==> config.mk <==
export PLATFORM = sky130hd
export DESIGN_NAME = bounded_key_set_table_unit
export DESIGN_NICKNAME = d
export VERILOG_FILES = /design/src/sv/bkst_pkg.sv /design/src/sv/bounded_key_set_table_unit.sv
export SDC_FILE = /design/constraint.sdc
export NUM_CORES = 2
export LEC_CHECK = 0
export BUFFER_PORTS_ARGS = -buffer_cell sky130_fd_sc_hd__buf_4
export CAP_MARGIN = 40
export CORE_ASPECT_RATIO = 0.6
export CORE_UTILIZATION = 25
export CTS_BUF_LIST = sky130_fd_sc_hd__clkbuf_4 sky130_fd_sc_hd__clkbuf_8 sky130_fd_sc_hd__clkbuf_16
export DETAILED_ROUTE_END_ITERATION = 8
export PLACE_DENSITY = 0.38
export SLEW_MARGIN = 10
export SYNTH_ARGS = -nofsm -noshare
export SYNTH_HDL_FRONTEND = slang
export SYNTH_SLANG_ARGS = --single-unit
==> constraint.sdc <==
create_clock -name clk -period 16 [get_ports clk]
set_input_delay 0.8 -clock clk [delete_from_list [all_inputs] [get_ports clk]]
set_output_delay 0.8 -clock clk [all_outputs]
set_load 0.005 [all_outputs]
==> src/sv/bkst_pkg.sv <==
// bkst_pkg: shared constants and codes for the bounded key set table.
// Sizes, operation and status codes used by the top level and its assertions.
// Standalone; no dependencies.
`timescale 1ns / 1ps

package bkst_pkg;

  // Pool and field sizes
  localparam int MAX_ENTRIES = 64;
  localparam int KEY_BITS    = 32;
  localparam int IDX_W       = $clog2(MAX_ENTRIES);
  localparam int CNT_W       = $clog2(MAX_ENTRIES + 1);
  localparam int CAP_W       = 7;
  localparam int DEF_CAP     = 10;

  // Configuration register map (word index)
  localparam logic REG_CAPACITY = 1'b0;

  // Request operations
  localparam logic [1:0] OP_ADD      = 2'd0;
  localparam logic [1:0] OP_REMOVE   = 2'd1;
  localparam logic [1:0] OP_CONTAINS = 2'd2;
  localparam logic [1:0] OP_COUNT    = 2'd3;

  // Result status codes
  localparam logic [1:0] ST_OK        = 2'd0;
  localparam logic [1:0] ST_FULL      = 2'd1;
  localparam logic [1:0] ST_DUP       = 2'd2;
  localparam logic [1:0] ST_NOT_FOUND = 2'd3;

  // Sequencer states, one-hot
  typedef enum logic [2:0] {
    S_IDLE = 3'b001,
    S_SCAN = 3'b010,
    S_FIN  = 3'b100
  } state_t;

endpackage

==> src/sv/bounded_key_set_table_unit.sv <==
// Add, remove and contains scan every slot before their result; read count and an add refused
// as full skip the scan.
// One request at a time: the input stays closed from transfer until the result is handed over;
// a finished result waits in the output register while the next request runs.
// Reset (rst_n, synchronous): valid bits and entry count clear, capacity returns to 10;
// the key store itself is not cleared.
`timescale 1ns / 1ps

module bounded_key_set_table_unit (
  input  logic        clk,
  input  logic        rst_n,
  // Request channel
  input  logic        in_tvalid,
  output logic        in_tready,
  input  logic [31:0] in_tdata,    // [31:0] key
  input  logic [1:0]  in_tuser,    // [1:0] operation
  // Result channel
  output logic        out_tvalid,
  input  logic        out_tready,
  output logic [15:0] out_tdata,   // [1:0] status, [2] found, [9:3] entry_count, rest zero
  // Configuration port
  input  logic        cfg_psel,
  input  logic        cfg_penable,
  input  logic        cfg_pwrite,
  input  logic [2:0]  cfg_paddr,
  input  logic [31:0] cfg_pwdata,
  output logic [31:0] cfg_prdata,
  output logic        cfg_pready
);

  localparam int MAXN = bkst_pkg::MAX_ENTRIES;
  localparam int IW   = bkst_pkg::IDX_W;
  localparam int CW   = bkst_pkg::CNT_W;
  localparam int KW   = bkst_pkg::KEY_BITS;
  localparam int PW   = bkst_pkg::CAP_W;

  bkst_pkg::state_t state_r, state_nxt;

  logic [PW-1:0]   cap_r;
  logic [MAXN-1:0] slot_valid_r;
  logic [CW-1:0]   held_count_r, held_count_nxt;

  logic [1:0]      op_r;
  logic [KW-1:0]   key_r;

  logic [IW:0]     rd_idx_r;
  logic [KW-1:0]   rd_data_r;
  logic [IW-1:0]   cmp_idx_r;
  logic            cmp_vld_r;

  logic            hit_r;
  logic [IW-1:0]   hit_idx_r;
  logic            free_seen_r;
  logic [IW-1:0]   free_idx_r;

  logic            out_tvalid_r;
  logic [1:0]      out_status_r;
  logic            out_found_r;
  logic [CW-1:0]   out_count_r;

  logic [KW-1:0]   slot_key_mem [MAXN];

  logic            in_xfer;
  logic            cfg_wr;
  logic            out_free;
  logic            fin_go;
  logic [CW-1:0]   cap_eff;
  logic            is_full;
  logic            scan_done;
  logic [1:0]      res_status;
  logic            res_found;
  logic            do_insert;
  logic            do_delete;

  assign in_xfer   = in_tvalid && in_tready;
  assign cfg_wr    = cfg_psel && cfg_penable && cfg_pwrite && cfg_pready;
  assign out_free  = !out_tvalid_r || out_tready;
  assign fin_go    = (state_r == bkst_pkg::S_FIN) && out_free;
  assign scan_done = (rd_idx_r == (IW+1)'(MAXN)) && !cmp_vld_r;

  // Configuration port: always ready, one register
  assign cfg_pready = 1'b1;
  assign cfg_prdata = (cfg_paddr[2] == bkst_pkg::REG_CAPACITY) ? 32'(cap_r) : 32'd0;

  always_ff @(posedge clk) begin
    if (!rst_n) begin
      cap_r <= PW'(bkst_pkg::DEF_CAP);
    end else if (cfg_wr && cfg_paddr[2] == bkst_pkg::REG_CAPACITY) begin
      cap_r <= cfg_pwdata[PW-1:0];
    end
  end

  // Effective capacity: zero means default, clamp to pool size
  always_comb begin
    if (cap_r == '0) begin
      cap_eff = CW'(bkst_pkg::DEF_CAP);
    end else if (32'(cap_r) > 32'(MAXN)) begin
      cap_eff = CW'(MAXN);
    end else begin
      cap_eff = CW'(cap_r);
    end
  end

  assign is_full = 32'(held_count_r) >= 32'(cap_eff);

  // Sequencer
  always_comb begin
    state_nxt = state_r;
    case (state_r)
      bkst_pkg::S_IDLE: begin
        if (in_xfer) begin
          if (in_tuser == bkst_pkg::OP_COUNT || (in_tuser == bkst_pkg::OP_ADD && is_full)) begin
            state_nxt = bkst_pkg::S_FIN;
          end else begin
            state_nxt = bkst_pkg::S_SCAN;
          end
        end
      end
      bkst_pkg::S_SCAN: begin
        if (scan_done) state_nxt = bkst_pkg::S_FIN;
      end
      bkst_pkg::S_FIN: begin
        if (out_free) state_nxt = bkst_pkg::S_IDLE;
      end
      default: state_nxt = bkst_pkg::S_IDLE;
    endcase
  end

  always_ff @(posedge clk) begin
    if (!rst_n) state_r <= bkst_pkg::S_IDLE;
    else        state_r <= state_nxt;
  end

  assign in_tready = (state_r == bkst_pkg::S_IDLE);

  // Capture the request
  always_ff @(posedge clk) begin
    if (in_xfer) begin
      op_r  <= in_tuser;
      key_r <= in_tdata[KW-1:0];
    end
  end

  // Scan address counter: one slot per cycle
  always_ff @(posedge clk) begin
    if (!rst_n) begin
      rd_idx_r  <= '0;
      cmp_vld_r <= 1'b0;
    end else begin
      if (in_xfer) begin
        rd_idx_r <= '0;
      end else if (state_r == bkst_pkg::S_SCAN && rd_idx_r != (IW+1)'(MAXN)) begin
        rd_idx_r <= rd_idx_r + 1'b1;
      end
      cmp_vld_r <= (state_r == bkst_pkg::S_SCAN) && (rd_idx_r != (IW+1)'(MAXN));
    end
  end

  // Key store: one registered read port for the scan, one write port for inserts
  always_ff @(posedge clk) begin
    rd_data_r <= slot_key_mem[rd_idx_r[IW-1:0]];
    cmp_idx_r <= rd_idx_r[IW-1:0];
    if (do_insert) slot_key_mem[free_idx_r] <= key_r;
  end

  // Shared compare unit: first match and lowest free slot
  always_ff @(posedge clk) begin
    if (!rst_n) begin
      hit_r       <= 1'b0;
      free_seen_r <= 1'b0;
    end else if (in_xfer) begin
      hit_r       <= 1'b0;
      free_seen_r <= 1'b0;
    end else if (cmp_vld_r) begin
      if (slot_valid_r[cmp_idx_r] && rd_data_r == key_r && !hit_r) begin
        hit_r     <= 1'b1;
        hit_idx_r <= cmp_idx_r;
      end
      if (!slot_valid_r[cmp_idx_r] && !free_seen_r) begin
        free_seen_r <= 1'b1;
        free_idx_r  <= cmp_idx_r;
      end
    end
  end

  // Result and write-back decision
  always_comb begin
    res_status     = bkst_pkg::ST_OK;
    res_found      = 1'b0;
    do_insert      = 1'b0;
    do_delete      = 1'b0;
    held_count_nxt = held_count_r;
    case (op_r)
      bkst_pkg::OP_ADD: begin
        if (is_full) begin
          res_status = bkst_pkg::ST_FULL;
        end else if (hit_r) begin
          res_status = bkst_pkg::ST_DUP;
        end else if (free_seen_r) begin
          do_insert      = fin_go;
          held_count_nxt = held_count_r + 1'b1;
        end else begin
          res_status = bkst_pkg::ST_FULL;
        end
      end
      bkst_pkg::OP_REMOVE: begin
        if (hit_r) begin
          do_delete = fin_go;
          if (held_count_r != '0) held_count_nxt = held_count_r - 1'b1;
        end else begin
          res_status = bkst_pkg::ST_NOT_FOUND;
        end
      end
      bkst_pkg::OP_CONTAINS: res_found = hit_r;
      default: ;
    endcase
  end

  // Commit valid bits and count when the result is handed over
  always_ff @(posedge clk) begin
    if (!rst_n) begin
      slot_valid_r <= '0;
      held_count_r <= '0;
    end else if (fin_go) begin
      held_count_r <= held_count_nxt;
      if (do_insert) slot_valid_r[free_idx_r] <= 1'b1;
      if (do_delete) slot_valid_r[hit_idx_r]  <= 1'b0;
    end
  end

  // Output register
  always_ff @(posedge clk) begin
    if (!rst_n) begin
      out_tvalid_r <= 1'b0;
    end else if (fin_go) begin
      out_tvalid_r <= 1'b1;
    end else if (out_tready) begin
      out_tvalid_r <= 1'b0;
    end
  end

  always_ff @(posedge clk) begin
    if (fin_go) begin
      out_status_r <= res_status;
      out_found_r  <= res_found;
      out_count_r  <= held_count_nxt;
    end
  end

  assign out_tvalid = out_tvalid_r;
  assign out_tdata  = 16'({out_count_r, out_found_r, out_status_r});

`ifndef SYNTHESIS
  // Valid bits and entry count stay in step
  a_count_matches: assert property (@(posedge clk) disable iff (!rst_n)
    $countones(slot_valid_r) == 32'(held_count_r))
    else $error("entry count differs from number of valid slots");

  // Count never exceeds the pool
  a_count_bound: assert property (@(posedge clk) disable iff (!rst_n)
    32'(held_count_r) <= 32'(MAXN))
    else $error("entry count above pool size");

  // A request transfer closes the input until its result is produced
  a_busy_after_xfer: assert property (@(posedge clk) disable iff (!rst_n)
    in_xfer |=> !in_tready)
    else $error("input ready right after a request transfer");

  // An add that stores a key raises the count by one
  a_insert_counts: assert property (@(posedge clk) disable iff (!rst_n)
    (fin_go && do_insert) |=> held_count_r == $past(held_count_r) + 1'b1)
    else $error("insert did not advance the count");
`endif

endmodule

==> key figures <==
Finish
  – Synthesis-to-layout area growth: 17.39%
  – Layout Nets: 4203
  – Final std cells w/o fill: a little under 9000
  – Share of cells above drive strength 1: 0.3284

Yosys
  – Synth Cell Area: 86090 um^2
  – Ys async rst share: 0
  – Top cell type's share of synthesized area: 0.7339
  – Syn Inst Count: around 3800
  – Post-Synth Adder-Cell Area: 0.001744
  – Unique cell type count in the Yosys netlist: between 60 and 70
  – Combinational family with the most area after synthesis: multiplexers
  – Fraction of the yosys area taken by sequential cells: 0.7641
  – Main synth FF type: edfxtp_1
  – Avg Cell Area, Syn: around 23 um^2
  – Leading area contributor after synthesis: edfxtp_1
  – Simple logic cell fraction of the synthesized area: 0.02078
  – Synth Area in XOR/XNOR: 0.003357
  – Mux cell area share after synthesis: 0.1737
  – Synth Register Bits: approximately 2200
  – Complex-gate fraction of the synthesized area: 0.02161
  – Post-synth EDFFs: ~2100
  – Ranking of synthesized cells by area: edfxtp_1 73%, mux4_2 17%, dfxtp_1 3.0%
  – YS warnings: 0

Critical path
  – Critical Path Sink Type: flop
  – CP cell instances: buf_4 > buf_4 > buf_4 > buf_12 > mux4_2 > mux4_2 > a211oi_1 > a21oi_1
  – CP max stage cell: dfxtp_4
  – Worst EP arrival: between 6 and 7 ns
  – CP dominant cell by count: buf_4
  – CP required: about 17 ns
  – Crit Path Class: reg -> reg
  – CP peak stage delay: 0.86 ns
  – CP Launch Type: flop
  – Crit-path max FO: 75

GRT
  – Vias in the first global route: 41850
  – Overflow after GRT: 0
  – Antenna violations before repair: 44
  – Global-route total usage across every layer: 0.1585
  – Largest net degree at the start of global routing: 110
  – First-pass GRT wire length: ~380000 um

STA
  – Worst Max-Slew Pin Slew: between 0.9 and 1 ns
  – Final worst path period need: 5.443 ns
  – RSZ-0062 raised after global routing: false
  – Setup violators final: 0
  – Setup skew after layout: between 0.06 and 0.07 ns
  – Final Hold Fails: 0
  – Slew HR: 0.3850
  – FMAX: about 0.18 GHz
  – TNS Setup: 0 ns
  – Max Slew Vio Count: 0
  – Tcrit/Tclk final: 0.3402

CTS
  – TritonCTS Buffers: 217
  – Post-cts gate resize count: 0
  – Clk sinks: approximately 2200
  – Worst skew pair latency: 0.89 ns
  – Total setup buffers inserted after CTS: 0
  – Clock Tree Root: clkbuf_16
  – Htree depth: 4
  – Hold-fix buffer count after cts: 0
  – Clock Path Buffers: 4
  – Clock transition at path regs: ~0.070 ns
  – CTS tree: yes

Power
  – Pwr Density: 118.0 nW/um^2
  – Maximum VDD drop: about 84 uV
  – P_leak: ~30 nW

Hold path
  – Worst Hold Class: in -> reg

Route
  – First-iteration detailed-routing DRC count: slightly above 5000
  – Routed Antenna Nets: 0
  – Routed WL: approximately 280000 um
  – TritonRoute pass-1 iters: 5
  – Total number of vias: roughly 42000
  – Number of vias per cell: between 4 and 5
  – DRC viols: 0
  – DR WL/cell: about 32 um

Floorplanning
  – Die H: roughly 460 um
  – Die Wd: 759.6 um
  – Die ar.: 346800 um^2
  – Initial Util: 0.2518
  – Num rows: about 170
  – Area of the core: between 300000 and 400000 um^2
  – # IOs: between 100 and 150

Outcome
  – Status: finished, final reports clean

Placement
  – Port Buf Inserts: 67
  – DP HPWL: around 170000 um
  – RD Place Congestion: ~0.76
  – Dpl cells: around 8400

Flow run
  – MaxCap Viol Count: 0
-- final timing paths --
check                           to  cells past startpoint  slack [ns]        startpoint
setup / recovery      rd_data_r[6]                      8       10.56       rd_idx_r[0]
hold / removal           key_r[17]                      1        0.08      in_tdata[17]
setup reg to reg      rd_data_r[6]                      8       10.56       rd_idx_r[0]
hold reg to reg   slot_valid_r[19]                      1        0.48  slot_valid_r[19]
-- worst max-delay path: cells and delay by family, from the launching register on --
| family | cells | cell delay (ns) |
|---|---|---|
| AOI/OAI and AO/OA | 2 | 0.35 |
| muxes | 2 | 1.25 |
| buffers and inverters | 4 | 2.60 |
| DFF | 1 | 0.86 |
-- cell type report --
cell class / count / area, um^2
clock inverter: 104 / 932.1
inverter: 18 / 71.32
clock buffer: 284 / 6048
fill: 33170 / 240800
sequential: 2234 / 65810
multi-input combinational: 1355 / 19620
tap: 4536 / 5675
timing repair buffer: 289 / 2825
antenna: 33 / 82.58
-- layer usage --
layer,GRT usage,wire length (um),part of all wire,up-vias
li1,-,-,-,16820
met1,0.2519,141300,0.50,23460
met2,0.2100,110700,0.39,1378
met3,0.04994,23980,0.086,305
met4,0.02585,4216,0.015,22
met5,0,137,0.00049,-
-- through the flow --
| step | setup WS [ns] | instance area (um^2) | hold WS [ns] | util | total power [mW] |
|---|---|---|---|---|---|
| final | 10.56 | 101100 | 0.08167 | 0.2956 | 11.92 |
| after global routing | 10.12 | 101000 | 0.02386 | 0.2954 | 12.28 |
| after CTS | 10.34 | 100900 | 0.003624 | 0.2951 | 12.06 |
| after detailed placement | 10.36 | 93910 | 0.4592 | 0.2747 | 6.829 |
| after global placement | 10.34 | 93010 | 0.4690 | 0.2721 | 6.822 |
| after floorplan | 9.970 | 86200 | 0.3258 | - | 6.695 |
-- where the power goes --
| group | switching (mW) | internal (mW) |
|---|---|---|
| combinational | 0.195 | 0.0597 |
| clock | 2.30 | 2.92 |
| sequential | 0.0159 | 6.43 |
| total | 2.51 | 9.41 |
-- cells by family (layout without fill, tap and decap cells) --
kind of cell               count (synthesis)  after routing
AOI/OAI and AO/OA                        236            236
xor gates and xnor gates                  33             33
adders and majority gates                 12             12
buffers and inverters                    262            695
DFF                                     2234           2234
muxes                                    698            698
other                                      2             65
and+or+nand+nor                          344            344
-- cells in the final DEF, fill, tap and decap left out, drive strengths merged, types with 24 or more instances in the layout --
cell type	netlist	routed
nand2	88	88
dfxtp	130	130
diode	0	33
a21oi	39	39
a211oi	37	37
conb	2	32
nor2b	40	40
mux4	636	636
clkbuf	95	284
nor2	91	91
edfxtp	2104	2104
clkinv	1	80
buf	149	289
o221a	62	62
o21ai	26	26
xnor2	24	24
mux2i	54	54
-- cells in the mapped netlist, types with 24 or more instances --
cell         n
buf_4       42
nand2_1     88
buf_2       79
nor2b_1     40
o221a_1     27
mux2i_1     54
a211oi_1    37
clkbuf_1    95
edfxtp_1  2104
mux4_2     636
dfxtp_1    130
nor2_1      71
a21oi_1     39
o221a_2     35
xnor2_1     24
buf_1       26
-- state kept, by name (all words and copies together), names as in the netlist, 7 cells and up --
| name | flops |
|---|---|
| cap_r | 7 |
| held_count_r | 7 |
| key_r | 32 |
| out_count_r | 7 |
| rd_data_r | 32 |
| rd_idx_r | 7 |
| slot_key_mem | 2048 |
| slot_valid_r | 64 |
Power figures use the tool's default switching activity.
